$ cat config.mk
export PLATFORM = sky130hd
export DESIGN_NAME = qslerp_isqrt
export DESIGN_NICKNAME = d
export VERILOG_FILES = /design/src/sv/qslerp_pkg.sv /design/src/sv/qslerp_isqrt.sv
export SDC_FILE = /design/constraint.sdc
export NUM_CORES = 2
export LEC_CHECK = 0
export BUFFER_PORTS_ARGS = -buffer_cell sky130_fd_sc_hd__buf_2
export CORE_MARGIN = 1
export CORE_UTILIZATION = 45
export CTS_CLUSTER_DIAMETER = 80
export DETAILED_ROUTE_END_ITERATION = 8
export GPL_TIMING_DRIVEN = 1
export HOLD_SLACK_MARGIN = 0.08
export PLACE_DENSITY = 0.63
export SYNTH_ARGS = -nofsm -noshare
export SYNTH_HDL_FRONTEND = slang
export SYNTH_SLANG_ARGS = --single-unit
$ cat constraint.sdc
create_clock -name clk -period 4 [get_ports clk]
set_input_delay 0.8 -clock clk [delete_from_list [all_inputs] [get_ports clk]]
set_output_delay 0.8 -clock clk [all_outputs]
set_load 0.01 [all_outputs]
$ cat src/sv/qslerp_pkg.sv
package qslerp_pkg;

  localparam int FRAC             = 14;  // fraction bits of components and blend
  localparam int ANGLE_ITERATIONS = 16;  // default CORDIC step count
  localparam int UNIT             = 30;  // internal unit is 2^30

  localparam int CW   = 16;         // component width
  localparam int QW   = CW + 1;     // component after exact negation
  localparam int TW   = 15;         // blend width
  localparam int DW   = UNIT + 1;   // clamped dot product in Q30
  localparam int RW   = 2*UNIT + 1; // sqrt radicand
  localparam int SW   = UNIT + 1;   // sqrt result
  localparam int VW   = UNIT + 4;   // CORDIC x/y
  localparam int ZW   = 27;         // CORDIC angle accumulator, Q24 rad
  localparam int AW   = 25;         // non-negative angle
  localparam int WW   = 34;         // weight, Q30, saturated to +-4
  localparam int DENW = UNIT + 2;   // sine divisor
  localparam int LW   = 10;         // small-angle limit register

  localparam logic [TW-1:0] ONE_T     = TW'(64'(1) << FRAC);
  localparam logic [LW-1:0] LIMIT_RST = LW'(17);

  typedef logic signed [CW-1:0] comp_t;
  typedef logic signed [QW-1:0] qcomp_t;
  typedef logic [TW-1:0]        blend_t;

  // per-item data carried alongside the angle math
  typedef struct packed {
    logic          lin;  // use linear weights
    blend_t        t;
    qcomp_t [3:0]  q;
    comp_t  [3:0]  p;
  } side_t;

  // atan(2^-i) in Q24 rad
  function automatic logic [ZW-1:0] arc_step(input int i);
    logic [ZW-1:0] r;
    unique case (i)
      0: r = ZW'(13176795);
      1: r = ZW'(7778716);
      2: r = ZW'(4110060);
      3: r = ZW'(2086331);
      4: r = ZW'(1047214);
      5: r = ZW'(524117);
      6: r = ZW'(262123);
      7: r = ZW'(131069);
      8: r = ZW'(65536);
      9: r = ZW'(32768);
      default: r = (i <= 24) ? ZW'(64'(1) << (24 - i)) : '0;
    endcase
    return r;
  endfunction

endpackage

$ cat src/sv/qslerp_isqrt.sv
module qslerp_isqrt #(
  parameter int SIDE_W = 1
) (
  input  logic                      clk,
  input  logic                      rst,
  input  logic                      en,
  input  logic                      in_valid,
  input  logic [qslerp_pkg::RW-1:0] in_rad,
  input  logic [SIDE_W-1:0]         in_side,
  output logic                      out_valid,
  output logic [qslerp_pkg::SW-1:0] out_root,
  output logic [SIDE_W-1:0]         out_side
);
  import qslerp_pkg::*;

  localparam int N = SW;

  logic              valid [N+1];
  logic [RW-1:0]     rem   [N+1];
  logic [SW-1:0]     root  [N+1];
  logic [SIDE_W-1:0] side  [N+1];

  assign valid[0] = in_valid;
  assign rem[0]   = in_rad;
  assign root[0]  = '0;
  assign side[0]  = in_side;

  // one result bit per stage, most significant first
  for (genvar k = 0; k < N; k++) begin : g_stage
    localparam int B = N - 1 - k;
    logic [63:0] trial;
    logic        fits;

    assign trial = (64'(root[k]) << (B + 1)) + (64'(1) << (2*B));
    assign fits  = 64'(rem[k]) >= trial;

    always_ff @(posedge clk) begin
      if (rst) begin
        valid[k+1] <= 1'b0;
      end else if (en) begin
        valid[k+1] <= valid[k];
      end
    end

    always_ff @(posedge clk) begin
      if (en) begin
        rem[k+1]  <= fits ? RW'(64'(rem[k]) - trial) : rem[k];
        root[k+1] <= fits ? (root[k] | (SW'(1) << B)) : root[k];
        side[k+1] <= side[k];
      end
    end
  end

  assign out_valid = valid[N];
  assign out_root  = root[N];
  assign out_side  = side[N];

endmodule

Word level (Yosys, flattened, before mapping)
Cells that the tools add are included.
Storage, ports and cells
  flip-flop bits (word level): 2853
Operators by class
  add/subtract/negate cells: 60
  order comparisons: 31
  multiplexer cells: 31
Operators with widths (count)
  $mux 61: 30
  $sub 61x61->61: 2
  $add 61x59->62 const B: 1
  $ge 61x62->1: 1
  $add 60x57->61 const B: 1
  $ge 61x33->1: 1
  $ge 61x34->1: 1
  $ge 61x35->1: 1
  $ge 61x36->1: 1
  $ge 61x37->1: 1
  $ge 61x38->1: 1
  $ge 61x39->1: 1
  $ge 61x40->1: 1
  $ge 61x41->1: 1
  $ge 61x42->1: 1
  $ge 61x43->1: 1
  $ge 61x44->1: 1
  $ge 61x45->1: 1
  $ge 61x46->1: 1
  $ge 61x47->1: 1
  $ge 61x48->1: 1
  $ge 61x49->1: 1
  $ge 61x50->1: 1
  $ge 61x51->1: 1
  68 further kinds: 68

Logic depth before layout (Yosys ltp)
  word-level depth: 3
  depth in mapped cells: 14

Least setup slack after synthesis
Ideal clock, no wire load.
  path kind: register to register
  start point: register rem[949] (netlist bit)
  end point: register rem[898] (netlist bit), data pin
  data arrival time: 3.151 ns
  required time: 3.740 ns
  slack: 0.589 ns
  cell stages (with the launch flop): 9
  path buffers: 1
  period minus slack after synthesis: 3.411 ns
  path through: edfxtp_1 -> ha_1 -> and3_1 -> a221o_1 -> a311o_1 -> a2111oi_1 -> o41ai_2 -> clkbuf_1 -> mux2_2
On the way
  longest elaborated chain between the ends: 2
  elaborated cells on any way between the ends: 3
RTL lines
  start: declaration: line qslerp_isqrt.sv:19  | logic [RW-1:0] rem [N+1];
  start signal: indexed assignment: line qslerp_isqrt.sv:47  | rem[k+1] <= fits ? RW'(64'(rem[k]) - trial) : rem[k];
  $sub 61x47->61 / $ge 61x47->1 (equally long branches): line qslerp_isqrt.sv:47, qslerp_isqrt.sv:35
  $mux 61 (*): line qslerp_isqrt.sv:47
Every way passes the cells marked *; elsewhere a longest branch is shown, timed or not.
A chain may end at the register's enable or synchronous reset.

Final worst setup path
  start point: register rem[147] (netlist bit)
  end point: register rem[70] (netlist bit), data pin
On the way
  longest elaborated chain between the ends: 2
RTL lines
  $ge 61x34->1: line qslerp_isqrt.sv:35  | assign fits = 64'(rem[k]) >= trial;
  $mux 61: line qslerp_isqrt.sv:47
No other way between the ends.

==> metrics.yaml <==
outcome: "complete, but fails checks"
violations: "DRC"
groute.usage.overall: 0.2222
post-route-drc-count: 13
vias: 73380
area_growth_pct: 13.31
p_leak_nw: 48.59
yosys.cell_types.count: 101
timing.setup.tns_ns: 0
ff2ff_path_depth: 10
io-pin-count: 99
portBuffers: 98
clock_latency_ns: 0.93
cp_slowest_cell: "ha_1"
clk_pin_slew_ns: 0.06
numCtsBuffers: 278
min_period_ns: 3.859
path_class: "reg2reg"
synth_edf_count: 2357
final_common_cell: "edfxtp_1"
slowest_delay_ns: 0.46
dr.pass1.iters: 8
cp_top_family: "simple AND/OR/NAND/NOR gates"
dp_cells: 12440
die_h_um: 504.7
rows: 184
critPathBufInv: 2
ir_drop_mv: 0.4914
coreArea_mm2: 0.2514
finalCritPeriodShare: 0.9648
final_cells: 12980
maxSlewViolCount: 0
hold_violations: 0
cts_tree: "yes"
grt_start_max_net_pins: 143
synthesis.area_mm2: 0.1137
layout_common_cells: "edfxtp_1 (2357), inv_1 (649), nor2_1 (583), nand2_1 (567), a21oi_1 (552)"
grt_use_met2: 0.3580
timing.rr.end: "rem[70]$_DFFE_PP_"
drv_cap: 0
grt_util_met3: 0.03106
worstPathArrival_ns: 4.50
met1_usage: 0.3142
min_from: "in_valid"
die_area_mm2: 0.2548
ys_seq_area_frac: 0.6278
grt_busiest_layer: "met2"
crit_chain: "ha_1 -> and3_1 -> nor4bb_4 -> and4_1 -> nand4_1 -> o21ai_1 -> nor2_1 -> inv_2 -> buf_12 -> mux2_2"
slew_headroom: 0.1537
hold_depth: 3
p_per_area_mw_per_mm2: 581.9
placed_area_mm2: 0.1195
grt_pass1_vias: 70670
cp.required_ns: 4.64
syn_nets: 9595
fin_util: 0.5126
ys_warn_count: 0
hpwl_mm: 218.5
drive_gt1_frac: 0.08786
worstMarginPinSlew_ns: 1.258
htree_levels: 5
path_max_fanout: 49
die_w_um: 504.7
rsz0062_at_grt: "no"
r2r-start: "rem[147]$_DFFE_PP_"
ys_async_sr_fraction: 0
crit_path_end_kind: "flip-flop"
synth_cells: 9005
finalSetupViolCount: 0
ys_top_cells_by_area: "edfxtp_1 (62%), ha_1 (5.8%), xnor2_1 (3.2%)"
start_kind: "flip-flop"
rrSetupSlack_ns: 0.14
hp-class: "in2reg"
synth_top_area_frac: 0.6223
grt_pass1_wl_mm: 433.5
routabilityCongestion: 0.9253
antenna_found_initial: 13
fin_nets: 10030
clock.fmax_ghz: 0.2591
hold_path_end: "valid[30]$_SDFFE_PP0P_"
wirelength_mm: 288.8
final_cell_area_mm2: 0.1289
yosysTopAreaCell: "edfxtp_1"
cts_buffer_depth: 4
vias_per_cell: 5.654
initialDrtViolationCount: 7028
cts_sinks: 2388
fillers: 21500
ant_nets: 0
ys_ff_latch: 2388
wire_per_inst_um: 22.26
initial_utilization: 0.4524
root_buffer: "clkbuf_16"
synthFlopType: "edfxtp_1"
postSynthAreaPerCell_um2: 12.63
grt.overflow.total: 0
clock_skew_ns: 0.1014
[area by class of cell]
class,count,area (µm²),share of cell area
multi-input combinational,5770,39260,0.3046
clock buffer,324,7244,0.05621
antenna,1,2.502,0.00001942
tap,3348,4189,0.03251
clock inverter,148,1403,0.01088
sequential,2388,71400,0.5540
inverter,652,2447,0.01899
timing repair buffer,347,2928,0.02272
[cells in the mapped netlist, types with 13 or more instances]
cell and instances:
or3_1 87, or2_2 42, xor2_1 378, a21o_1 215, nand3_1 138, o211ai_1 42
nand2_1 567, clkbuf_1 166, nand2b_1 108, inv_1 649, dfxtp_1 31, nand4_1 143
or4_1 63, nor4_1 298, mux2_2 66, o2111ai_1 13, edfxtp_1 2357, o21ai_0 422
and3_1 55, nor2_1 583, a21boi_0 22, nor3_1 235, o31a_1 14, nor4b_1 40
nor2b_1 76, a31oi_1 45, a21oi_1 553, o21a_1 88, a211oi_1 34, and4_1 17
and2_1 43, nand4b_1 39, xnor2_1 415, o31ai_1 47, ha_1 523, o21bai_1 33
mux2i_1 42, nand3b_1 32, nor3b_1 20
[per-layer routing]
layer	vias to the layer above	part of all wire	wire length [µm]
met3	437	0.059	16930
met5	-	0	0
met1	36150	0.45	129800
met4	0	0.026	7377
met2	2187	0.47	134700
li1	34600	-	-
[where the power goes]
part | total, W | internal (W) | leakage (nW) | switching [W]
combinational | 0.0161 | 0.00665 | 21.5 | 0.00943
clock | 0.0243 | 0.0144 | 4.18 | 0.00996
sequential | 0.0346 | 0.0318 | 22.9 | 0.00278
[kinds of logic after synthesis]
family / count (synthesis) / share of synthesized area
compound gates: 1700 / 0.09303
fa+ha+maj: 524 / 0.05771
other cells: 1 / 0.00003297
simple gates: 2636 / 0.1210
flops: 2388 / 0.6278
buf+inv: 847 / 0.02832
mux: 116 / 0.01102
xor+xnor: 793 / 0.06107
[state kept, by name, indices dropped and copies added, names as in the netlist]
signal and count:
out_root 31, out_side 1, out_valid 1, rem 1830
root 465, side 30, valid 30
[how the worst max path moves through the flow]
stage | startpoint | endpoint | slack [ns] | cells after the start
2_1_floorplan | rem[949]$_DFFE_PP_ | rem[898]$_DFFE_PP_ | 0.59 | 8
3_3_place_gp | rem[147]$_DFFE_PP_ | rem[70]$_DFFE_PP_ | -0.03 | 10
3_5_place_dp | rem[147]$_DFFE_PP_ | rem[67]$_DFFE_PP_ | -0.05 | 10
4_1_cts | rem[464]$_DFFE_PP_ | rem[425]$_DFFE_PP_ | 0.04 | 10
5_1_grt | rem[353]$_DFFE_PP_ | rem[282]$_DFFE_PP_ | 0.007 | 10
6_report | rem[147]$_DFFE_PP_ | rem[70]$_DFFE_PP_ | 0.14 | 10
[worst min-delay path, stage by stage]
cell	delay, ns
buf_2	0.08
mux2i_1	0.06
nor2_1	0.08
[through the flow]
step,hold slack (ns),worst slack (ns),total power (W)
global placement,0.4010,-0.03084,0.05064
detailed placement,0.4056,-0.05010,0.05083
global route,0.1832,0.007471,0.07839
finish,0.2090,0.1409,0.07500
floorplan,0.4003,0.5888,0.04514
CTS,0.1447,0.03910,0.07539
[timing repair]
action,in CTS,in global routing
hold buffers,61,0
resized for setup,1,12
buffers inserted,0,2
setup endpoints to repair,8,33
endpoints found under the hold margin,61,0
pin swaps,0,3
(Power assumes the default switching activity.)
