==> src/sv/qslerp_pkg.sv <==
package qslerp_pkg;

  localparam int FRAC             = 14;  // fraction bits of components and blend
  localparam int ANGLE_ITERATIONS = 16;  // default CORDIC step count
  localparam int UNIT             = 30;  // internal unit is 2^30

  localparam int CW   = 16;         // component width
  localparam int QW   = CW + 1;     // component after exact negation
  localparam int TW   = 15;         // blend width
  localparam int DW   = UNIT + 1;   // clamped dot product in Q30
  localparam int RW   = 2*UNIT + 1; // sqrt radicand
  localparam int SW   = UNIT + 1;   // sqrt result
  localparam int VW   = UNIT + 4;   // CORDIC x/y
  localparam int ZW   = 27;         // CORDIC angle accumulator, Q24 rad
  localparam int AW   = 25;         // non-negative angle
  localparam int WW   = 34;         // weight, Q30, saturated to +-4
  localparam int DENW = UNIT + 2;   // sine divisor
  localparam int LW   = 10;         // small-angle limit register

  localparam logic [TW-1:0] ONE_T     = TW'(64'(1) << FRAC);
  localparam logic [LW-1:0] LIMIT_RST = LW'(17);

  typedef logic signed [CW-1:0] comp_t;
  typedef logic signed [QW-1:0] qcomp_t;
  typedef logic [TW-1:0]        blend_t;

  // per-item data carried alongside the angle math
  typedef struct packed {
    logic          lin;  // use linear weights
    blend_t        t;
    qcomp_t [3:0]  q;
    comp_t  [3:0]  p;
  } side_t;

  // atan(2^-i) in Q24 rad
  function automatic logic [ZW-1:0] arc_step(input int i);
    logic [ZW-1:0] r;
    unique case (i)
      0: r = ZW'(13176795);
      1: r = ZW'(7778716);
      2: r = ZW'(4110060);
      3: r = ZW'(2086331);
      4: r = ZW'(1047214);
      5: r = ZW'(524117);
      6: r = ZW'(262123);
      7: r = ZW'(131069);
      8: r = ZW'(65536);
      9: r = ZW'(32768);
      default: r = (i <= 24) ? ZW'(64'(1) << (24 - i)) : '0;
    endcase
    return r;
  endfunction

endpackage

==> src/sv/qslerp_rot.sv <==
module qslerp_rot #(
  parameter int ITERS  = qslerp_pkg::ANGLE_ITERATIONS,
  parameter int SIDE_W = 1
) (
  input  logic                             clk,
  input  logic                             rst,
  input  logic                             en,
  input  logic                             in_valid,
  input  logic signed [qslerp_pkg::ZW-1:0] in_z,
  input  logic [SIDE_W-1:0]                in_side,
  output logic                             out_valid,
  output logic signed [qslerp_pkg::VW-1:0] out_y,
  output logic [SIDE_W-1:0]                out_side
);
  import qslerp_pkg::*;

  logic                 valid [ITERS+1];
  logic signed [VW-1:0] x     [ITERS+1];
  logic signed [VW-1:0] y     [ITERS+1];
  logic signed [ZW-1:0] z     [ITERS+1];
  logic [SIDE_W-1:0]    side  [ITERS+1];

  assign valid[0] = in_valid;
  assign x[0]     = VW'(64'(1) << UNIT);
  assign y[0]     = '0;
  assign z[0]     = in_z;
  assign side[0]  = in_side;

  // rotate the unit vector by the angle; the sine is the final y
  for (genvar i = 0; i < ITERS; i++) begin : g_step
    logic signed [VW-1:0] dx, dy;
    logic signed [ZW-1:0] step;
    logic                 ccw;

    assign dx   = y[i] >>> i;
    assign dy   = x[i] >>> i;
    assign step = $signed(arc_step(i));
    assign ccw  = !z[i][ZW-1];

    always_ff @(posedge clk) begin
      if (rst) begin
        valid[i+1] <= 1'b0;
      end else if (en) begin
        valid[i+1] <= valid[i];
      end
    end

    always_ff @(posedge clk) begin
      if (en) begin
        x[i+1]    <= ccw ? x[i] - dx : x[i] + dx;
        y[i+1]    <= ccw ? y[i] + dy : y[i] - dy;
        z[i+1]    <= ccw ? z[i] - step : z[i] + step;
        side[i+1] <= side[i];
      end
    end
  end

  assign out_valid = valid[ITERS];
  assign out_y     = y[ITERS];
  assign out_side  = side[ITERS];

endmodule

==> config.mk <==
export PLATFORM = sky130hd
export DESIGN_NAME = qslerp_rot
export DESIGN_NICKNAME = d
export VERILOG_FILES = /design/src/sv/qslerp_pkg.sv /design/src/sv/qslerp_rot.sv
export SDC_FILE = /design/constraint.sdc
export NUM_CORES = 2
export LEC_CHECK = 0
export BUFFER_PORTS_ARGS = -buffer_cell sky130_fd_sc_hd__buf_2
export CORE_ASPECT_RATIO = 1.2
export CORE_MARGIN = 1
export CORE_UTILIZATION = 49
export DETAILED_ROUTE_END_ITERATION = 7
export GPL_ROUTABILITY_DRIVEN = 0
export GPL_TIMING_DRIVEN = 1
export HOLD_SLACK_MARGIN = 0.08
export PLACE_DENSITY_LB_ADDON = 0.08
export SETUP_SLACK_MARGIN = 0.15
export SYNTH_ARGS = -nofsm -noshare
export SYNTH_HDL_FRONTEND = slang
export SYNTH_SLANG_ARGS = --single-unit
==> constraint.sdc <==
create_clock -name clk -period 6.5 [get_ports clk]
set_input_delay 0.325 -clock clk [delete_from_list [all_inputs] [get_ports clk]]
set_output_delay 0.325 -clock clk [all_outputs]
set_load 0.01 [all_outputs]
=== Word-level counts from Yosys, hierarchy flattened ===
Cells that the tools add are included.
Widths: inputs -> output; s select.

* Input port bits: 32
* Bits in registers: 1457
* Logic and storage cells: 210
* Output and inout port bits: 36

* Add/sub/neg operators: 88
* Muxes and demuxes: 45

{| class="wikitable"
|+ Operator list
! kind !! number
|-
| $mux 34 || 30
|-
| $mux 27 || 15
|-
| $add 34x20->34 || 2
|-
| $add 34x21->34 || 2
|-
| $add 34x22->34 || 2
|-
| $add 34x23->34 || 2
|-
| $add 34x24->34 || 2
|-
| $add 34x25->34 || 2
|-
| $add 34x26->34 || 2
|-
| $add 34x27->34 || 2
|-
| $add 34x28->34 || 2
|-
| $add 34x29->34 || 2
|-
| $add 34x30->34 || 2
|-
| $add 34x31->34 || 2
|-
| $add 34x32->34 || 2
|-
| $sub 34x20->34 || 2
|-
| $sub 34x21->34 || 2
|-
| $sub 34x22->34 || 2
|-
| $sub 34x23->34 || 2
|-
| $sub 34x24->34 || 2
|-
| $sub 34x25->34 || 2
|-
| $sub 34x26->34 || 2
|-
| $sub 34x27->34 || 2
|-
| $sub 34x28->34 || 2
|-
| other kinds (38) || 44
|}

=== Logic depth before layout (Yosys ltp) ===
* Depth after elaboration: 2
* Depth in mapped cells: 22
* Depth with buffers taken out: 22

=== Least setup slack after synthesis ===
Ideal clock, no wire load.

* Path type: register to register
* Start point: reg z[269] (netlist name)
* End point: reg z[241] (netlist name), data pin
* Data required time: 6244 ps
* Cell stages (with the launch flop): 18
* Path slack: 1892 ps
* Buffers on the path: 3
* Arrival time: 4352 ps
* Cells stage by stage: edfxtp_1 > buf_2 > buf_1 > clkbuf_1 > inv_1 > ha_1 > a21o_1 > a21o_1 > a211oi_1 > o21bai_1 > a221o_1 > a311oi_2 > o21ai_1 > a31o_2 > a21oi_1 > nor2b_1 > nor3_1 > nor2_1

* Word-level cells in the longest chain between the ends: 1

{| class="wikitable"
|+ Ends and longest elaborated chain
! what !! line !! source
|-
| start: declaration || qslerp_rot.sv:20 || <nowiki>logic signed [ZW-1:0] z [ITERS+1];</nowiki>
|-
| start signal: indexed assignment || qslerp_rot.sv:52 || <nowiki>z[i+1] <= ccw ? z[i] - step : z[i] + step;</nowiki>
|-
| $mux 27 || qslerp_rot.sv:52 ||
|}

No other way between the ends.
A chain may end at the register's enable or synchronous reset.

=== Final worst setup path ===
* Start point: reg x (netlist bit g_step[12].dy[0])
* End point: reg y (netlist bit g_step[13].dx[18]), data pin

* Word-level cells in the longest chain between the ends: 2
* Elaborated cells on any way between the ends: 3
* Those cells by class: 2 x add/sub; 1 x mux

{| class="wikitable"
|+ Ends and longest elaborated chain
! what !! line !! source
|-
| start: declaration || qslerp_rot.sv:18 || <nowiki>logic signed [VW-1:0] x [ITERS+1];</nowiki>
|-
| start signal: indexed assignment || qslerp_rot.sv:50 || <nowiki>x[i+1] <= ccw ? x[i] - dx : x[i] + dx;</nowiki>
|-
| $add 34x22->34 or $sub 34x22->34 (tied branches) || qslerp_rot.sv:51 || <nowiki>y[i+1] <= ccw ? y[i] + dy : y[i] - dy;</nowiki>
|-
| $mux 34 (*) || qslerp_rot.sv:51 ||
|-
| end signal: indexed assignment || qslerp_rot.sv:51 ||
|-
| end: declaration || qslerp_rot.sv:19 || <nowiki>logic signed [VW-1:0] y [ITERS+1];</nowiki>
|}

Mark *: on every way between the ends. The rest lies on a longest branch, timed or not.

==> metrics.cfg <==
[finish]
drive_gt1_frac = 0.0476
final_common_cell = edfxtp_1
multi_input_area_um2 = 47700
seq_area_um2 = 31200
final_cell_mix = edfxtp_1, ha_1, a21oi_1
fillers = 14600
nNetsFinal = 9238
fin_util = 0.536
area_growth_pct = 8.44

[routing]
drc_errors = 0
vias_per_cell = 5.71
drt-total-wl_mm = 200
num_vias = 59900
firstDrtPassIters = 8
drt_iter0_markers = 3071
route.detailed.wl_per_inst_um = 19.0
ant_nets = 0

[worst_setup_path]
end_kind = flip-flop
reg2regPathDepth = 20
rrSetupSlack_ns = 1.26
cp_max_fo = 5
cp.required_ns = 7.00
start_kind = flip-flop
r2r-start = g_step[12].dy[0]
path_class = reg2reg
rr_endpoint = g_step[13].dx[18]
startpoint = g_step[12].dy[0]
critPathArrivalTime_ns = 5.74

[timing]
timing.final.crit_share = 0.806
setup_viol = 0
postLayoutSetupSlackWorst_ns = 1.26
fin_crit_ns = 5.24
fin_skew_ns = 0.0523
worst_pin_slew_ns = 1.15
hold_viol_final = 0
relSlewSlack = 0.235
fmax_mhz = 191
holdWs_ns = 0.151
rsz0062_at_grt = false
finalSetupTns_ns = 0
timing.final.max_slew_violations = 0

[floorplan]
start_util = 0.494
core_um2 = 165000
die_h_um = 448
io_pins = 68
die_x_um = 374
dieArea_um2 = 168000
row_count = 163

[worst_hold_path]
min-delay-start = in_z[18]
hp-class = in2reg
hold_depth = 3
whs_endpoint = z[423]

[global_route]
grt_pass1_wl_mm = 318
grt_max_degree = 161
grt_pass1_vias = 59700
track_usage = 0.237
antenna_found_initial = 0
gr-total-overflow = 0

[run]
maxCapViolations = 0

[synthesis]
syn_nets = 9154
netlist_area_um2 = 81300
synth_edf_count = 1027
yosys_warnings = 0
synth_flop_cell = edfxtp_1
synth.avg_cell_area_um2 = 9.96
syn_inst = 8161
seq_area_frac_synth = 0.383
synthArstFlopShare = 0
synth-seq-cells = 1043
yosysUniqueCellTypes = 93

[clock_tree]
clockBufferDepth = 3
cts_root_buf = clkbuf_16
htree_levels = 3
cts_setup_buffers = 0
clock_latency_ns = 0.78
cts.clk_slew.worst_paths_ns = 0.06
cts.sink_count = 1043
cts_made_buffers = 116
cts_tree = yes

[placement]
hpwl_mm = 159
portBuffers = 67
place_ws_ns = 1.39

[status]
status = completed

-- sequential cells by signal, indices dropped and copies added, names as in the netlist --
signal / count
g_step.dx: 254
g_step.dy: 251
out_side: 1
out_valid: 1
out_y: 34
side: 15
valid: 15
x: 74
y: 89
z: 309
-- synth_stat cells (15+ instances only) --
cell | count | area (um^2)
edfxtp_1 | 1027 | 30800
ha_1 | 924 | 11600
a21oi_1 | 822 | 4110
xnor2_1 | 796 | 6970
nor2_1 | 694 | 2610
inv_1 | 431 | 1620
a21o_1 | 400 | 3000
xor2_1 | 394 | 3450
o21ai_0 | 369 | 1850
nand2_1 | 352 | 1320
nor3_1 | 165 | 826
nor2b_1 | 140 | 876
nand3_1 | 121 | 606
nand2b_1 | 120 | 751
o21a_1 | 115 | 863
o21bai_1 | 115 | 863
clkbuf_1 | 102 | 383
a31oi_1 | 73 | 457
and3_1 | 58 | 363
mux2i_1 | 56 | 561
a211oi_1 | 55 | 413
nand4_1 | 55 | 344
and2_1 | 48 | 300
o21ai_1 | 48 | 240
a21boi_0 | 45 | 338
fa_1 | 37 | 741
or2_2 | 37 | 231
or3_1 | 37 | 231
buf_4 | 36 | 270
o31ai_1 | 32 | 240
buf_1 | 30 | 113
mux2_2 | 30 | 338
nor4_1 | 29 | 181
o211ai_1 | 27 | 203
o41ai_1 | 23 | 201
a311oi_1 | 21 | 184
nor3b_1 | 19 | 143
or4_1 | 19 | 143
dfxtp_1 | 16 | 320
a21boi_1 | 15 | 113
a221oi_1 | 15 | 131
a31o_2 | 15 | 131
o2111ai_1 | 15 | 131
-- per-stage QoR --
step                area (um^2)  instances
detailed placement        83900      10200
global placement          83900      10200
floorplan                 81300       8161
global route              88200      10500
CTS                       88200      10500
finish                    88200      10500
-- area by class of cell --
class,count,area share
Clock buffer,131,0.0336
Tap cell,2145,0.0304
Antenna cell,2,0.0000568
Multi-Input combinational cell,6511,0.541
Clock inverter,87,0.0106
Sequential cell,1043,0.353
Inverter,432,0.0184
Timing Repair Buffer,141,0.0122
-- layer usage --
| metal | global-route usage | vias up | routed length, um |
|---|---|---|---|
| li1 | - | 30100 | - |
| met1 | 0.255 | 28400 | 78700 |
| met5 | 0 | - | 0 |
| met3 | 0.0209 | 388 | 5690 |
| met4 | 0.105 | 0 | 8810 |
| met2 | 0.464 | 1049 | 107000 |
-- worst max-delay path, stage by stage (launching register included) --
cell and delay (ns):
edfxtp_1 0.44, inv_1 0.09, ha_1 0.16, nand2b_1 0.07, or4_1 0.43, or2_2 0.34, o41ai_1 0.33, xor2_1 0.20
ha_1 0.29, a21o_1 0.20, a21o_1 0.18, a21oi_1 0.13, o21ai_0 0.10, a21oi_1 0.32, a21oi_1 0.20, o311ai_0 0.47
o21ai_0 0.17, a21oi_1 0.40, o21ai_0 0.14, a31oi_1 0.24, xnor2_1 0.08
-- kinds of logic after synthesis --
kind of cell	share of synthesized area
xor+xnor	0.128
flops	0.383
simple gates	0.115
compound gates	0.181
fa+ha+maj	0.151
mux	0.0110
buf+inv	0.0298
-- repair_timing --
action | in CTS | in global routing
hold buffers | 36 | 0
gates resized for setup | 0 | 0
endpoints found under the hold margin | 81 | 0
-- how the worst max path moves through the flow --
stage | end | slack [ns] | cells after the start
2_1_floorplan | z[241] | 1.89 | 17
3_3_place_gp | g_step[13].dx[18] | 1.36 | 20
3_5_place_dp | g_step[10].dy[23] | 1.39 | 16
4_1_cts | g_step[10].dy[23] | 1.32 | 16
5_1_grt | g_step[13].dx[17] | 0.84 | 18
6_report | g_step[13].dx[18] | 1.26 | 20
Power is not shown: default switching activity piles up to over one toggle a cycle in this logic, so the estimate is an artifact.
