### src/sv/qslerp_pkg.sv
package qslerp_pkg;

  localparam int FRAC             = 14;  // fraction bits of components and blend
  localparam int ANGLE_ITERATIONS = 16;  // default CORDIC step count
  localparam int UNIT             = 30;  // internal unit is 2^30

  localparam int CW   = 16;         // component width
  localparam int QW   = CW + 1;     // component after exact negation
  localparam int TW   = 15;         // blend width
  localparam int DW   = UNIT + 1;   // clamped dot product in Q30
  localparam int RW   = 2*UNIT + 1; // sqrt radicand
  localparam int SW   = UNIT + 1;   // sqrt result
  localparam int VW   = UNIT + 4;   // CORDIC x/y
  localparam int ZW   = 27;         // CORDIC angle accumulator, Q24 rad
  localparam int AW   = 25;         // non-negative angle
  localparam int WW   = 34;         // weight, Q30, saturated to +-4
  localparam int DENW = UNIT + 2;   // sine divisor
  localparam int LW   = 10;         // small-angle limit register

  localparam logic [TW-1:0] ONE_T     = TW'(64'(1) << FRAC);
  localparam logic [LW-1:0] LIMIT_RST = LW'(17);

  typedef logic signed [CW-1:0] comp_t;
  typedef logic signed [QW-1:0] qcomp_t;
  typedef logic [TW-1:0]        blend_t;

  // per-item data carried alongside the angle math
  typedef struct packed {
    logic          lin;  // use linear weights
    blend_t        t;
    qcomp_t [3:0]  q;
    comp_t  [3:0]  p;
  } side_t;

  // atan(2^-i) in Q24 rad
  function automatic logic [ZW-1:0] arc_step(input int i);
    logic [ZW-1:0] r;
    unique case (i)
      0: r = ZW'(13176795);
      1: r = ZW'(7778716);
      2: r = ZW'(4110060);
      3: r = ZW'(2086331);
      4: r = ZW'(1047214);
      5: r = ZW'(524117);
      6: r = ZW'(262123);
      7: r = ZW'(131069);
      8: r = ZW'(65536);
      9: r = ZW'(32768);
      default: r = (i <= 24) ? ZW'(64'(1) << (24 - i)) : '0;
    endcase
    return r;
  endfunction

endpackage

### src/sv/qslerp_div.sv
module qslerp_div #(
  parameter int SIDE_W = 1
) (
  input  logic                             clk,
  input  logic                             rst,
  input  logic                             en,
  input  logic                             in_valid,
  input  logic signed [qslerp_pkg::VW-1:0] in_num,
  input  logic [qslerp_pkg::DENW-1:0]      in_den,
  input  logic [SIDE_W-1:0]                in_side,
  output logic                             out_valid,
  output logic signed [qslerp_pkg::WW-1:0] out_w,
  output logic [SIDE_W-1:0]                out_side
);
  import qslerp_pkg::*;

  // quotient of |num| * 2^UNIT / den, one bit per stage
  localparam int QB   = WW;
  localparam int PRE  = QB - UNIT;
  localparam int REMW = DENW + 2;
  localparam logic [QB-1:0] WMAX = QB'(64'(1) << (WW - 2));

  logic              neg_in, ovf_in;
  logic [VW-1:0]     mag_in;

  logic              valid [QB+1];
  logic              neg   [QB+1];
  logic              ovf   [QB+1];
  logic [VW-1:0]     mag   [QB+1];
  logic [DENW-1:0]   den   [QB+1];
  logic [REMW-1:0]   rem   [QB+1];
  logic [QB-1:0]     quo   [QB+1];
  logic [SIDE_W-1:0] side  [QB+1];
  logic              out_valid_r;
  logic [QB-1:0]     qsat;

  always_comb begin
    neg_in = in_num[VW-1];
    mag_in = neg_in ? VW'(-in_num) : VW'(in_num);
    ovf_in = 64'(mag_in >> PRE) >= 64'(in_den);
  end

  always_ff @(posedge clk) begin
    if (rst) begin
      valid[0] <= 1'b0;
    end else if (en) begin
      valid[0] <= in_valid;
    end
  end

  always_ff @(posedge clk) begin
    if (en) begin
      neg[0]  <= neg_in;
      ovf[0]  <= ovf_in;
      mag[0]  <= mag_in;
      den[0]  <= in_den;
      rem[0]  <= REMW'(mag_in >> PRE);
      quo[0]  <= '0;
      side[0] <= in_side;
    end
  end

  for (genvar k = 0; k < QB; k++) begin : g_stage
    localparam int J = QB - 1 - k;
    logic              nbit;
    logic [REMW:0]     sh;
    logic              ge;

    if (J >= UNIT) begin : g_bit
      assign nbit = mag[k][J-UNIT];
    end else begin : g_zero
      assign nbit = 1'b0;
    end

    assign sh = {rem[k], nbit};
    assign ge = sh >= (REMW+1)'(den[k]);

    always_ff @(posedge clk) begin
      if (rst) begin
        valid[k+1] <= 1'b0;
      end else if (en) begin
        valid[k+1] <= valid[k];
      end
    end

    always_ff @(posedge clk) begin
      if (en) begin
        rem[k+1]  <= ge ? REMW'(sh - (REMW+1)'(den[k])) : REMW'(sh);
        quo[k+1]  <= ge ? (quo[k] | (QB'(1) << J)) : quo[k];
        neg[k+1]  <= neg[k];
        ovf[k+1]  <= ovf[k];
        mag[k+1]  <= mag[k];
        den[k+1]  <= den[k];
        side[k+1] <= side[k];
      end
    end
  end

  assign qsat = (ovf[QB] || quo[QB] > WMAX) ? WMAX : quo[QB];

  always_ff @(posedge clk) begin
    if (rst) begin
      out_valid_r <= 1'b0;
    end else if (en) begin
      out_valid_r <= valid[QB];
    end
  end

  always_ff @(posedge clk) begin
    if (en) begin
      out_w    <= neg[QB] ? -$signed(qsat) : $signed(qsat);
      out_side <= side[QB];
    end
  end

  assign out_valid = out_valid_r;

endmodule

### config.mk
export PLATFORM = sky130hd
export DESIGN_NAME = qslerp_div
export DESIGN_NICKNAME = d
export VERILOG_FILES = /design/src/sv/qslerp_pkg.sv /design/src/sv/qslerp_div.sv
export SDC_FILE = /design/constraint.sdc
export NUM_CORES = 2
export LEC_CHECK = 0
export ABC_CLOCK_PERIOD_IN_PS = 13100
export BUFFER_PORTS_ARGS = -buffer_cell sky130_fd_sc_hd__buf_2
export CAP_MARGIN = 25
export CORE_MARGIN = 5
export CORE_UTILIZATION = 51
export CTS_CLUSTER_SIZE = 40
export DETAILED_ROUTE_END_ITERATION = 10
export PLACE_DENSITY = 0.66
export SYNTH_ARGS = -nofsm -noshare
export SYNTH_HDL_FRONTEND = slang
export SYNTH_MEMORY_MAX_BITS = 65536
export SYNTH_SLANG_ARGS = --single-unit
### constraint.sdc
create_clock -name clk -period 13.1 [get_ports clk]
set_input_delay 1.965 -clock clk [delete_from_list [all_inputs] [get_ports clk]]
set_output_delay 1.965 -clock clk [all_outputs]
set_load 0.005 [all_outputs]
[Word level (Yosys, flattened, before mapping)]
Memory sizes are Yosys's and may differ from the RTL's. A register that Yosys moved wholly into a read port is not among the register bits.
Cells that the tools add are included.
Storage, ports and cells
  register bits: 34
  bits in latches: 0
  memory bits (writable): 4830
  ROM bits: 0
  output and inout port bits: 36
  memories: 8
Operators by class
  add/subtract/negate cells: 36
  $mul: 0
  divide/modulo/power cells: 0
  $lt $le $gt $ge: 36
  equality and inequality tests: 0
  shift operators: 0
  mux-type cells: 112
  bitwise logic cells: 35
  reductions and logical operators: 1
Memories
  mag: depth 35, bits a word 34, read ports 34, clocked after memory_dff 0, wr ports 35, RTL line qslerp_div.sv:29  | logic [VW-1:0] mag [QB+1];
  quo: depth 35, bits a word 34, read ports 35, clocked after memory_dff 0, wr ports 35, RTL line qslerp_div.sv:32  | logic [QB-1:0] quo [QB+1];
  rem: depth 35, bits a word 34, read ports 34, clocked after memory_dff 0, wr ports 35, RTL line qslerp_div.sv:31  | logic [REMW-1:0] rem [QB+1];
  den: depth 35, bits a word 32, read ports 34, clocked after memory_dff 0, wr ports 35, RTL line qslerp_div.sv:30  | logic [DENW-1:0] den [QB+1];
  neg: depth 35, bits a word 1, read ports 35, clocked after memory_dff 0, wr ports 35, RTL line qslerp_div.sv:27  | logic neg [QB+1];
  ovf: depth 35, bits a word 1, read ports 35, clocked after memory_dff 0, wr ports 35, RTL line qslerp_div.sv:28  | logic ovf [QB+1];
  2 more memories
Operators with widths (number)
  two-way mux 34 bit: 38
  >= comparator 35 x 32 -> 1 bit: 34
  subtractor 34 x 32 -> 34 bit: 34
  negation 34 bit: 2
  two-way mux 1 bit: 42
  bitwise OR 1 bit: 35
  greater-than comparator 34 x 33 -> 1 bit, second input constant: 1
  two-way mux 33 bit: 1
  >= comparator 30 x 32 -> 1 bit: 1
  two-way mux 32 bit: 1
  two-way mux 31 bit: 1
  two-way mux 30 bit: 1
  two-way mux 29 bit: 1
  two-way mux 28 bit: 1
  two-way mux 27 bit: 1
  two-way mux 26 bit: 1
  two-way mux 25 bit: 1
  two-way mux 24 bit: 1
  two-way mux 23 bit: 1
  two-way mux 22 bit: 1
  two-way mux 21 bit: 1
  two-way mux 20 bit: 1
  two-way mux 19 bit: 1
  two-way mux 18 bit: 1
  17 further kinds: 17

[Depth between registers and ports, before layout]
An unclocked memory read counts as a cell.
  word-level depth: 6
  mapped depth: 18
  mapped depth without buffers: 18

[Least setup slack after synthesis]
OpenSTA, ideal clock, no wires.
  path kind: input -> register
  from: in in_num[11] (netlist bit)
  to: mem ovf[0] (data pin)
  library setup time: 0.264 ns
  arrival time: 5.324 ns
  data required time: 12.836 ns
  slack: 7.512 ns
  stages: 17
  buffers on the path: 0
  cells stage by stage: or4_1 -> or3_1 -> nor3b_2 -> nand3_1 -> or2_2 -> or4_1 -> o21ai_0 -> xnor2_1 -> ha_1 -> a21o_1 -> a21oi_1 -> nor2b_1 -> o21ai_0 -> nand2b_1 -> a31oi_1 -> or3_1 -> a31oi_1
RTL lines
  from (decl): RTL line qslerp_div.sv:8  | input logic signed [qslerp_pkg::VW-1:0] in_num,
  to (decl): RTL line qslerp_div.sv:28

==> metrics <==
RSZ-0062 raised after global routing=no; Vias per Instance=5.62; Post-Synthesis Cells=14200; Pint=26.9 mW; filler cell count=26500; Worst Setup End Kind=register; switching power total=15.1 mW; critical-path maximum fanout=4; # clock sinks=3021; Placed Instance Area=168000 µm²; htree depth=5; Setup TNS=0 ns; synth-to-layout area growth=9.93%; Avg Cell Area, Syn=11.4 µm²; Skew-Pair Late Insertion Delay=0.93 ns; setup repair bufs after CTS=0; Post-synth EDFFs=3020; FF-to-FF path depth=14; asr flop ratio synth=0%; CTS Hold Bufs=0; WL/cell=18.5 µm; via count=106000; leading register cell type out of synthesis=edfxtp_1; cell taking the most area after synthesis=edfxtp_1; Area contributors post-synth=edfxtp_1 (56%), ha_1 (8.6%), a21oi_1 (3.4%), inv_1 (3.4%), o21ai_0 (2.9%); Achievable Freq=0.187 GHz; Longest Clk Path Bufs=4; Worst path depth=18; FF+latch count, synth=3021; die width=575 µm; Max Slew Vio Count=0; layout cells sized above 1=6.90%; First DRT Iteration DRCs=7554; Cell variety after synth=106; final hold violation count=0; DRC Markers=0; CP arrival=5.98 ns; first-pass GRT wire length=549 mm; CTS tree=done; static leakage=71.7 nW; total grt overflow=0; Starting Density=51.2%; slowest cell delay on critical path=0.57 ns; Post-layout nets=15700; post-synth net total=15400; DP HPWL=260 mm; FP Rows=207; vias in the first global route=103000; WS Path Type=input port to register; run status=finished clean; Tot GR Track Use=20.5%; Reg clk slew, reported paths=0.06 ns; period utilization=40.9%; critical path's slowest cell=or4_1; storage element area=90700 µm²; antenna violations before repair=10; Tmin final=5.36 ns; register area share after synthesis=55.8%; Total Power=42.0 mW; Comb pwr share=41.6%; Setup Skew=0.0706 ns; Worst Tran Pin Value=1.26 ns; Post-synth top cells=edfxtp_1 (3020), inv_1 (1475), ha_1 (1118); antenna-violating nets left=0; Crit path max-delay family=simple AND/OR/NAND/NOR gates; Peak VDD IR=0.146 mV; clock share of power=21.5%; cell-by-cell trace of the critical path=buf_2, or4_1, nor3_1, nor3b_2, nand3_1, or2_2, or4_1, o21ai_0, xnor2_1, ha_1, a21o_1, a21oi_1, nor2b_1, o21ai_0, nand2b_1, a31oi_1, or3_1, a31oi_1; Syn Std Cell Area=163000 µm²; area share of the largest cell type after synthesis=55.8%; I/O pins=107; Post-Route WL=349 mm; register share of total power=36.9%; Slew Limit Headroom=15.0%; Net Sw Frac=35.9%; Hold Crit Class=register to register; Root Driver=clkbuf_16; largest net degree at the start of global routing=178; # port buffers=106; Final Cell Area=179000 µm²; worst path bufs/invs=1; maxcap violations=0; gp weighted congestion=0.940; die height=575 µm; Syn. warnings=0; CP Launch Type=input port; PwrDens=235 nW/µm²; drt pass-1 iters=6; Worst Hold Depth=0; Core Box Area=318000 µm²; Final Setup Violations=0; TritonCTS buffer count=328; area occupied by multi-input gates=65400 µm²; Critical Path RT=13.72 ns; post-CTS sizing=0; die area=330000 µm²; most frequent cell after synthesis=edfxtp_1
## cell usage in the layout (no fill, tap or decap), drive strengths merged, types with 188 or more instances in the layout
cell,instances
xor2,413
buf,188
o21ai,959
mux2,229
clkbuf,396
a21o,537
nor3,215
nor2,849
a21oi,1110
inv,1488
nand3,226
ha,1118
edfxtp,3020
xnor2,515
nand2,1026
## per-layer routing
metal	global-route usage, %	part of all wire, %
met5	0	0
met4	8.13	4.4
met3	2.60	4.5
met2	36.5	49
met1	25.5	42
## worst paths after layout
kind,startpoint,slack (ns),to
setup / recovery,in_num[5],7.74,ovf[0]$_DFFE_PP_
setup reg to reg,den[19][1]$_DFFE_PP_,8.34,rem[20][17]$_DFFE_PP_
hold reg to reg,mag[1][1]$_DFFE_PP_,0.38,mag[2][1]$_DFFE_PP_
hold / removal,mag[1][1]$_DFFE_PP_,0.38,mag[2][1]$_DFFE_PP_
## metrics by stage
stage	hold WS, ns	std cells	worst slack (ns)	utilization [%]
global route	0.369	18900	7.35	56.3
floorplan	0.400	14200	7.51	-
finish	0.377	18900	7.74	56.3
CTS	0.363	18900	7.80	56.2
detailed placement	0.405	18300	6.85	52.9
global placement	0.400	18300	6.62	52.9
## layout make-up
cell class | count | area share, %
Timing Repair Buffer | 190 | 0.787
Antenna cell | 9 | 0.0126
Tap cell | 4180 | 2.93
Clock inverter | 191 | 0.990
Inverter | 1479 | 3.11
Clock buffer | 396 | 4.88
Multi-Input combinational cell | 9424 | 36.6
Sequential cell | 3021 | 50.7
## cells by family after synthesis
logic type | count (synthesis) | synth area share [%]
AO/OA/AOI/OAI | 3784 | 14.7
AND/OR/NAND/NOR | 3308 | 9.68
flip-flops | 3021 | 55.8
buffers and inverters | 1765 | 4.14
adder cells (fa/ha/maj) | 1151 | 9.01
XOR/XNOR | 928 | 5.00
multiplexers | 253 | 1.75
## power groups by stage
stage | clock (mW) | combinational (mW) | sequential [mW]
CTS | 9.27 | 17.4 | 15.5
global placement | 0 | 17.1 | 15.6
floorplan | 0 | 13.6 | 15.0
finish | 9.05 | 17.5 | 15.5
global route | 9.69 | 19.5 | 15.7
detailed placement | 0 | 17.3 | 15.6
## registers in the layout (all words and copies together) (netlist names), 35 cells and up
signal  count
den      1088
mag        39
quo       595
neg        35
rem      1123
side       35
valid      35
ovf        35
Note: power is estimated with default switching activity, not from simulation.
