`config.mk`:
```
export PLATFORM = sky130hd
export DESIGN_NAME = qslerp_vec
export DESIGN_NICKNAME = d
export VERILOG_FILES = /design/src/sv/qslerp_pkg.sv /design/src/sv/qslerp_vec.sv
export SDC_FILE = /design/constraint.sdc
export NUM_CORES = 2
export LEC_CHECK = 0
export ABC_CLOCK_PERIOD_IN_PS = 18600
export BUFFER_PORTS_ARGS = -buffer_cell sky130_fd_sc_hd__buf_2
export CORE_MARGIN = 2
export CORE_UTILIZATION = 35
export CTS_BUF_LIST = sky130_fd_sc_hd__clkbuf_16
export CTS_CLUSTER_SIZE = 12
export DETAILED_ROUTE_END_ITERATION = 10
export SYNTH_ARGS = -nofsm -noshare
export SYNTH_HDL_FRONTEND = slang
export SYNTH_SLANG_ARGS = --single-unit
```
`constraint.sdc`:
```
create_clock -name clk -period 18.6 [get_ports clk]
set_input_delay 1.86 -clock clk [delete_from_list [all_inputs] [get_ports clk]]
set_output_delay 1.86 -clock clk [all_outputs]
set_load 0.005 [all_outputs]
```
`src/sv/qslerp_pkg.sv`:
```
package qslerp_pkg;

  localparam int FRAC             = 14;  // fraction bits of components and blend
  localparam int ANGLE_ITERATIONS = 16;  // default CORDIC step count
  localparam int UNIT             = 30;  // internal unit is 2^30

  localparam int CW   = 16;         // component width
  localparam int QW   = CW + 1;     // component after exact negation
  localparam int TW   = 15;         // blend width
  localparam int DW   = UNIT + 1;   // clamped dot product in Q30
  localparam int RW   = 2*UNIT + 1; // sqrt radicand
  localparam int SW   = UNIT + 1;   // sqrt result
  localparam int VW   = UNIT + 4;   // CORDIC x/y
  localparam int ZW   = 27;         // CORDIC angle accumulator, Q24 rad
  localparam int AW   = 25;         // non-negative angle
  localparam int WW   = 34;         // weight, Q30, saturated to +-4
  localparam int DENW = UNIT + 2;   // sine divisor
  localparam int LW   = 10;         // small-angle limit register

  localparam logic [TW-1:0] ONE_T     = TW'(64'(1) << FRAC);
  localparam logic [LW-1:0] LIMIT_RST = LW'(17);

  typedef logic signed [CW-1:0] comp_t;
  typedef logic signed [QW-1:0] qcomp_t;
  typedef logic [TW-1:0]        blend_t;

  // per-item data carried alongside the angle math
  typedef struct packed {
    logic          lin;  // use linear weights
    blend_t        t;
    qcomp_t [3:0]  q;
    comp_t  [3:0]  p;
  } side_t;

  // atan(2^-i) in Q24 rad
  function automatic logic [ZW-1:0] arc_step(input int i);
    logic [ZW-1:0] r;
    unique case (i)
      0: r = ZW'(13176795);
      1: r = ZW'(7778716);
      2: r = ZW'(4110060);
      3: r = ZW'(2086331);
      4: r = ZW'(1047214);
      5: r = ZW'(524117);
      6: r = ZW'(262123);
      7: r = ZW'(131069);
      8: r = ZW'(65536);
      9: r = ZW'(32768);
      default: r = (i <= 24) ? ZW'(64'(1) << (24 - i)) : '0;
    endcase
    return r;
  endfunction

endpackage

```
`src/sv/qslerp_vec.sv`:
```
module qslerp_vec #(
  parameter int ITERS  = qslerp_pkg::ANGLE_ITERATIONS,
  parameter int SIDE_W = 1
) (
  input  logic                      clk,
  input  logic                      rst,
  input  logic                      en,
  input  logic                      in_valid,
  input  logic [qslerp_pkg::DW-1:0] in_x,
  input  logic [qslerp_pkg::SW-1:0] in_y,
  input  logic [SIDE_W-1:0]         in_side,
  output logic                      out_valid,
  output logic [qslerp_pkg::AW-1:0] out_theta,
  output logic [SIDE_W-1:0]         out_side
);
  import qslerp_pkg::*;

  logic                 valid [ITERS+1];
  logic signed [VW-1:0] x     [ITERS+1];
  logic signed [VW-1:0] y     [ITERS+1];
  logic signed [ZW-1:0] z     [ITERS+1];
  logic [SIDE_W-1:0]    side  [ITERS+1];

  assign valid[0] = in_valid;
  assign x[0]     = VW'(in_x);
  assign y[0]     = VW'(in_y);
  assign z[0]     = '0;
  assign side[0]  = in_side;

  // rotate toward the x axis, accumulating the angle
  for (genvar i = 0; i < ITERS; i++) begin : g_step
    logic signed [VW-1:0] dx, dy;
    logic signed [ZW-1:0] step;
    logic                 up;

    assign dx   = y[i] >>> i;
    assign dy   = x[i] >>> i;
    assign step = $signed(arc_step(i));
    assign up   = y[i] > 0;

    always_ff @(posedge clk) begin
      if (rst) begin
        valid[i+1] <= 1'b0;
      end else if (en) begin
        valid[i+1] <= valid[i];
      end
    end

    always_ff @(posedge clk) begin
      if (en) begin
        x[i+1]    <= up ? x[i] + dx : x[i] - dx;
        y[i+1]    <= up ? y[i] - dy : y[i] + dy;
        z[i+1]    <= up ? z[i] + step : z[i] - step;
        side[i+1] <= side[i];
      end
    end
  end

  assign out_valid = valid[ITERS];
  assign out_theta = z[ITERS][ZW-1] ? '0 : AW'(z[ITERS]);
  assign out_side  = side[ITERS];

endmodule

```
# Word-level counts from Yosys, hierarchy flattened
# Index checks and enable logic that the tools add are counted.
op_classes:
  n_eq_ne: 0
  n_div: 0
  magnitude_cmp: 16
  bitwise_logic: 0
  n_mul: 0
  addsub: 87
  n_shift: 0
  n_mux: 46
  n_reduce_logical: 0
op_table:
  columns: ["op", "count"]
  rows:
  - ["$mux W34", 29]
  - ["$gt A34 B1 Y1 const B", 15]
  - ["$mux W27", 16]
  - ["$add A34 B21 Y34", 2]
  - ["$add A34 B22 Y34", 2]
  - ["$add A34 B23 Y34", 2]
  - ["$add A34 B24 Y34", 2]
  - ["$add A34 B25 Y34", 2]
  - ["$add A34 B26 Y34", 2]
  - ["$add A34 B27 Y34", 2]
  - ["$add A34 B28 Y34", 2]
  - ["$add A34 B29 Y34", 2]
  - ["$add A34 B30 Y34", 2]
  - ["$add A34 B31 Y34", 2]
  - ["$add A34 B32 Y34", 2]
  - ["$add A34 B33 Y34", 2]
  - ["$sub A34 B21 Y34", 2]
  - ["$sub A34 B22 Y34", 2]
  - ["$sub A34 B23 Y34", 2]
  - ["$sub A34 B24 Y34", 2]
  - ["$sub A34 B25 Y34", 2]
  - ["$sub A34 B26 Y34", 2]
  - ["$sub A34 B27 Y34", 2]
  - ["$sub A34 B28 Y34", 2]
  - ["other kinds (39)", 47]
totals:
  output_inout_bits: 27
  latch_bits: 0
  regBits: 1450
  ramBits: 0
  mem_bits_ro: 0
  inputBits: 67
  word_cells: 226
  mem_count: 0

# Longest topological paths before layout
depth:
  ltp_word: 2
  mapped_depth: 26
  ltp_nobuf: 24

# Least setup slack after synthesis
# OpenSTA, ideal clock, no wires.
synth_timing:
  kind: "register -> register"
  start: "register y, in the netlist g_step[9].dx[10]"
  end: "register x, in the netlist g_step[10].dy[22] (data pin)"
  period_less_slack_ns: 5.888
  stages_incl_launch_ff: 24
  path_slack_ns: 12.712
  t_required_ns: 18.342
  t_arrival_ns: 5.631
  path_buffers: 1
  cell_sequence: "edfxtp_1 > or4_1 > nor4_1 > nand2b_1 > nor3_1 > nand2_1 > nor3_1 > nor2_1 > inv_1 > buf_1 > nor2_1 > xnor2_1 > ha_1 > nor2b_1 > o21ai_0 > a21boi_0 > o41ai_1 > o211a_1 > a21oi_1 > a22o_1 > a2111oi_0 > o21bai_1 > a21oi_1 > xnor2_1"
synth_via:
  elab_chain_cells: 2
synth_lines:
  columns: ["item", "line", "source"]
  rows:
  - ["start, declared", "qslerp_vec.sv:20", "logic signed [VW-1:0] y [ITERS+1];"]
  - ["start signal, assigned by index", "qslerp_vec.sv:52", "y[i+1] <= up ? y[i] - dy : y[i] + dy;"]
  - ["$sub A34 B25 Y34 (tied with other cells)", "qslerp_vec.sv:51", "x[i+1] <= up ? x[i] + dx : x[i] - dx;"]
  - ["$mux W34 (*)", "qslerp_vec.sv:51", null]
  - ["end signal, assigned by index", "qslerp_vec.sv:51", null]
  - ["end, declared", "qslerp_vec.sv:19", "logic signed [VW-1:0] x [ITERS+1];"]
# Every way passes the cells marked *; elsewhere a longest branch is shown, timed or not.
# A chain may end at the register's enable or synchronous reset.

# Final worst setup path
layout_timing:
  start: "register y, in the netlist g_step[4].dx[0]"
  end: "register y, in the netlist g_step[5].dx[27] (data pin)"
layout_via:
  elab_chain_cells: 2
layout_lines:
  columns: ["item", "line"]
  rows:
  - ["$add A34 B30 Y34 (tied with other cells)", "qslerp_vec.sv:52"]
  - ["$mux W34 (*)", "qslerp_vec.sv:52"]
# Marked as above.

==> impl_metrics.prom <==
# TYPE chip_impl_metric gauge
chip_impl_metric{name="remaining_antenna_violation_count",unit=""} 0
chip_impl_metric{name="grt_usage",unit="%"} 17.8
chip_impl_metric{name="number_of_antenna_violations_at_the_first_check_in_global_routing",unit=""} 2
chip_impl_info{name="critical_path.slowest_cell",value="sky130_fd_sc_hd__o41ai_1"} 1
chip_impl_info{name="netlist_top_cells_area",value="sky130_fd_sc_hd__edfxtp_1 36%, sky130_fd_sc_hd__ha_1 14%, sky130_fd_sc_hd__xnor2_1 8.9%"} 1
chip_impl_metric{name="synth_compound_gate_area_share",unit="%"} 19.6
chip_impl_metric{name="synth_area",unit="µm²"} 115000
chip_impl_metric{name="regToRegSetupSlack",unit="ps"} 11060
chip_impl_metric{name="fin_worst_skew",unit="ps"} 86.6
chip_impl_metric{name="multi_input_area",unit="µm²"} 70200
chip_impl_metric{name="grt_first_pass_wirelength",unit="mm"} 476
chip_impl_metric{name="final_period_minus_worst_setup_slack",unit="ps"} 7540
chip_impl_metric{name="via_count",unit=""} 88425
chip_impl_metric{name="drt_first_pass_iters",unit=""} 6
chip_impl_info{name="whs_endpoint",value="z[28]"} 1
chip_impl_info{name="setup.worst_path.start_class",value="flip-flop"} 1
chip_impl_metric{name="postSynthCellCount",unit=""} 12002
chip_impl_metric{name="netlist.area_leader.share",unit="%"} 35.9
chip_impl_metric{name="post_cts.repair.setup_buffers",unit=""} 0
chip_impl_metric{name="slew_headroom",unit="%"} 23.6
chip_impl_metric{name="post_synth_fa_ha_maj_area_fraction",unit="%"} 14.6
chip_impl_metric{name="maximum_operating_frequency",unit="GHz"} 0.133
chip_impl_metric{name="drc",unit=""} 0
chip_impl_metric{name="worstHoldPathCells",unit=""} 0
chip_impl_info{name="cts_root_buf",value="sky130_fd_sc_hd__clkbuf_16"} 1
chip_impl_metric{name="synth_edf_count",unit=""} 1376
chip_impl_info{name="path_class",value="reg -> reg"} 1
chip_impl_metric{name="setup_tns",unit="ps"} 0
chip_impl_metric{name="post_synth_and_or_nand_nor_area_fraction",unit="%"} 13.3
chip_impl_info{name="clock_tree_from_tritoncts",value="done"} 1
chip_impl_metric{name="post-route-period-util",unit="%"} 40.5
chip_impl_info{name="synthFlopType",value="sky130_fd_sc_hd__edfxtp_1"} 1
chip_impl_metric{name="hold_slack",unit="ps"} 395
chip_impl_metric{name="total_detailed_routing_wirelength",unit="mm"} 306
chip_impl_metric{name="hold_viol_final",unit=""} 0
chip_impl_metric{name="tightestPinTransition",unit="ps"} 1130
chip_impl_info{name="regToRegStartpoint",value="g_step[4].dx[0]"} 1
chip_impl_metric{name="setup-violations-final",unit=""} 0
chip_impl_metric{name="post_drt_via_cell_ratio",unit=""} 5.32
chip_impl_metric{name="num_rows",unit=""} 210
chip_impl_metric{name="drv_slew",unit=""} 0
chip_impl_metric{name="ff_latch_area",unit="µm²"} 41600
chip_impl_metric{name="io_buffer_count",unit=""} 93
chip_impl_metric{name="die_area",unit="µm²"} 333000
chip_impl_metric{name="crit_path_max_fanout",unit=""} 61
chip_impl_metric{name="cts_num_sinks",unit=""} 1392
chip_impl_metric{name="clock_latency",unit="ps"} 890
chip_impl_metric{name="num-fill-cells",unit=""} 32569
chip_impl_metric{name="syn-num-nets",unit=""} 13382
chip_impl_metric{name="dieWidth",unit="µm"} 577
chip_impl_metric{name="slowest_delay",unit="ps"} 780
chip_impl_metric{name="synth-seq-area-share",unit="%"} 36.2
chip_impl_info{name="startpoint",value="g_step[4].dx[0]"} 1
chip_impl_metric{name="clock_tree.htree_level_count",unit=""} 4
chip_impl_metric{name="layoutNonFillerInstCount",unit=""} 16615
chip_impl_metric{name="ff2ff_path_depth",unit=""} 26
chip_impl_metric{name="worstPathRequired",unit="ps"} 19150
chip_impl_info{name="worst_hold_path_type",value="reg -> reg"} 1
chip_impl_info{name="result_of_the_run",value="completed"} 1
chip_impl_metric{name="first_iter_violations",unit=""} 5712
chip_impl_metric{name="numCtsBuffers",unit=""} 172
chip_impl_metric{name="synthesis.yosys.warnings",unit=""} 0
chip_impl_metric{name="post_cts_resize_count",unit=""} 0
chip_impl_metric{name="grt_overflow_total",unit=""} 0
chip_impl_info{name="min_from",value="z[55]"} 1
chip_impl_metric{name="synth.avg_cell_area",unit="µm²"} 9.58
chip_impl_metric{name="first_global_vias",unit=""} 84838
chip_impl_metric{name="final_layout_size_suffix_gt1_share",unit="%"} 4.52
chip_impl_info{name="crit_path_end_kind",value="flip-flop"} 1
chip_impl_metric{name="synth-xor-area-share",unit="%"} 13.0
chip_impl_metric{name="fp.dieH",unit="µm"} 577
chip_impl_metric{name="synth_cell_type_count",unit=""} 88
chip_impl_metric{name="arrival",unit="ps"} 8090
chip_impl_info{name="worstReg2RegEnd",value="g_step[5].dx[27]"} 1
chip_impl_metric{name="initial_util",unit="%"} 35.1
chip_impl_metric{name="nets",unit=""} 13517
chip_impl_info{name="dominant_combinational_cell_family_by_area_after_synthesis",value="compound AO/OA/AOI/OAI gates"} 1
chip_impl_metric{name="syn_to_final_growth",unit="%"} 9.89
chip_impl_metric{name="wire_per_inst",unit="µm"} 18.4
chip_impl_metric{name="placed_cells",unit=""} 16309
chip_impl_metric{name="max-clock-path-buffers",unit=""} 4
chip_impl_metric{name="cts-hold-fix-buffers",unit=""} 0
chip_impl_metric{name="gp_congestion",unit=""} 0.930
chip_impl_info{name="rsz0062_at_grt",value="false"} 1
chip_impl_metric{name="clkTransAtPathRegs",unit="ps"} 60
chip_impl_metric{name="synthMuxAreaShare",unit="%"} 0.417
chip_impl_metric{name="grt_max_degree",unit=""} 174
chip_impl_metric{name="ys_seq_elements",unit=""} 1392
chip_impl_metric{name="hpwlAfterDp",unit="mm"} 245
chip_impl_metric{name="cap_violations",unit=""} 0
chip_impl_metric{name="io_pins",unit=""} 94
chip_impl_metric{name="core_region_area",unit="µm²"} 327000
chip_impl_info{name="synth_largest_area_cell",value="sky130_fd_sc_hd__edfxtp_1"} 1
chip_impl_metric{name="async_flop_share",unit="%"} 0
[cell type report]
| class | count | area share, % |
|---|---|---|
| Clock inverter | 128 | 0.957 |
| Inverter | 671 | 1.99 |
| Timing Repair Buffer | 150 | 0.749 |
| Tap cell | 4346 | 4.30 |
| Clock buffer | 176 | 3.49 |
| Multi-Input combinational cell | 9750 | 55.5 |
| Antenna cell | 2 | 0.00396 |
| Sequential cell | 1392 | 33.0 |
[metrics by stage]
stage	util [%]	cell area (µm²)	setup WS, ps
global route	38.6	126000	10350
detailed placement	36.9	121000	11090
global placement	36.9	121000	11080
CTS	38.6	126000	11080
floorplan	-	115000	12710
finish	38.6	126000	11060
[flip-flops by register name (all words and copies together) (netlist names)]
signal and cells:
g_step.dy 370, y 119, valid 15, out_valid 1, g_step.dx 389, z 391
out_side 1, x 91, side 15
[cells in the final DEF, fill, tap and decap left out, types with 102 or more instances in the layout]
| master | instances |
|---|---|
| sky130_fd_sc_hd__nor3_1 | 287 |
| sky130_fd_sc_hd__o21bai_1 | 151 |
| sky130_fd_sc_hd__xnor2_1 | 1170 |
| sky130_fd_sc_hd__nor2_1 | 887 |
| sky130_fd_sc_hd__nor4_1 | 116 |
| sky130_fd_sc_hd__nand2b_1 | 192 |
| sky130_fd_sc_hd__nand3_1 | 193 |
| sky130_fd_sc_hd__clkbuf_16 | 176 |
| sky130_fd_sc_hd__xor2_1 | 542 |
| sky130_fd_sc_hd__nand2_1 | 691 |
| sky130_fd_sc_hd__ha_1 | 1266 |
| sky130_fd_sc_hd__edfxtp_1 | 1376 |
| sky130_fd_sc_hd__nor2b_1 | 201 |
| sky130_fd_sc_hd__or3_1 | 102 |
| sky130_fd_sc_hd__inv_1 | 681 |
| sky130_fd_sc_hd__o21ai_0 | 758 |
| sky130_fd_sc_hd__o31ai_1 | 168 |
| sky130_fd_sc_hd__a21o_1 | 496 |
| sky130_fd_sc_hd__o21a_1 | 154 |
| sky130_fd_sc_hd__a21oi_1 | 1107 |
[layer usage]
| metal | GRT usage [%] | wire length [µm] | vias up |
|---|---|---|---|
| met5 | 0 | 0 | - |
| met3 | 1.80 | 10900 | 575 |
| met2 | 32.3 | 152000 | 1809 |
| met4 | 8.41 | 15500 | 0 |
| li1 | - | - | 44619 |
| met1 | 21.0 | 128000 | 41422 |
[cells in the mapped netlist (47+ instances only)]
cell type and count:
sky130_fd_sc_hd__edfxtp_1 1376, sky130_fd_sc_hd__ha_1 1266, sky130_fd_sc_hd__xnor2_1 1170, sky130_fd_sc_hd__a21oi_1 1110, sky130_fd_sc_hd__nor2_1 891, sky130_fd_sc_hd__o21ai_0 758, sky130_fd_sc_hd__nand2_1 691, sky130_fd_sc_hd__inv_1 665
sky130_fd_sc_hd__xor2_1 542, sky130_fd_sc_hd__a21o_1 496, sky130_fd_sc_hd__nor3_1 287, sky130_fd_sc_hd__nor2b_1 204, sky130_fd_sc_hd__nand3_1 193, sky130_fd_sc_hd__nand2b_1 192, sky130_fd_sc_hd__o31ai_1 168, sky130_fd_sc_hd__o21a_1 154
sky130_fd_sc_hd__clkbuf_1 153, sky130_fd_sc_hd__o21bai_1 151, sky130_fd_sc_hd__nor4_1 116, sky130_fd_sc_hd__or3_1 102, sky130_fd_sc_hd__a31oi_1 93, sky130_fd_sc_hd__and3_1 91, sky130_fd_sc_hd__o41ai_1 88, sky130_fd_sc_hd__a211oi_1 78
sky130_fd_sc_hd__nand4_1 74, sky130_fd_sc_hd__or4_1 74, sky130_fd_sc_hd__a21boi_0 70, sky130_fd_sc_hd__and2_1 57, sky130_fd_sc_hd__or2_2 54, sky130_fd_sc_hd__o211ai_1 53, sky130_fd_sc_hd__fa_1 47
[kinds of logic (layout without fill, tap and decap cells)]
logic type / after synthesis / count (layout)
adder cells (fa/ha/maj): 1313 / 1313
flip-flops: 1392 / 1392
AND/OR/NAND/NOR: 3123 / 3123
multiplexers: 46 / 46
other: 0 / 2
AO/OA/AOI/OAI: 3556 / 3556
buffers and inverters: 860 / 1125
XOR/XNOR: 1712 / 1712
[worst max-delay path, delay by kind of cell (launching register included)]
kind	cells	cell delay, ps
AOI/OAI and AO/OA	10	2800
buffers and inverters	4	900
adders and majority gates	2	500
and+or+nand+nor	8	2270
DFF	1	440
xor gates and xnor gates	2	300
[worst max path at each step]
stage,to,slack (ps),depth (start not counted)
2_1_floorplan,g_step[10].dy[22],12710,23
3_3_place_gp,g_step[4].dx[29],11080,24
3_5_place_dp,g_step[4].dx[29],11090,24
4_1_cts,g_step[4].dx[29],11080,24
5_1_grt,g_step[5].dx[27],10350,26
6_report,g_step[5].dx[27],11060,26
Power is left out: the tool's default activity adds up to more than one toggle a clock period on the data nets, which glitch-free logic cannot reach.
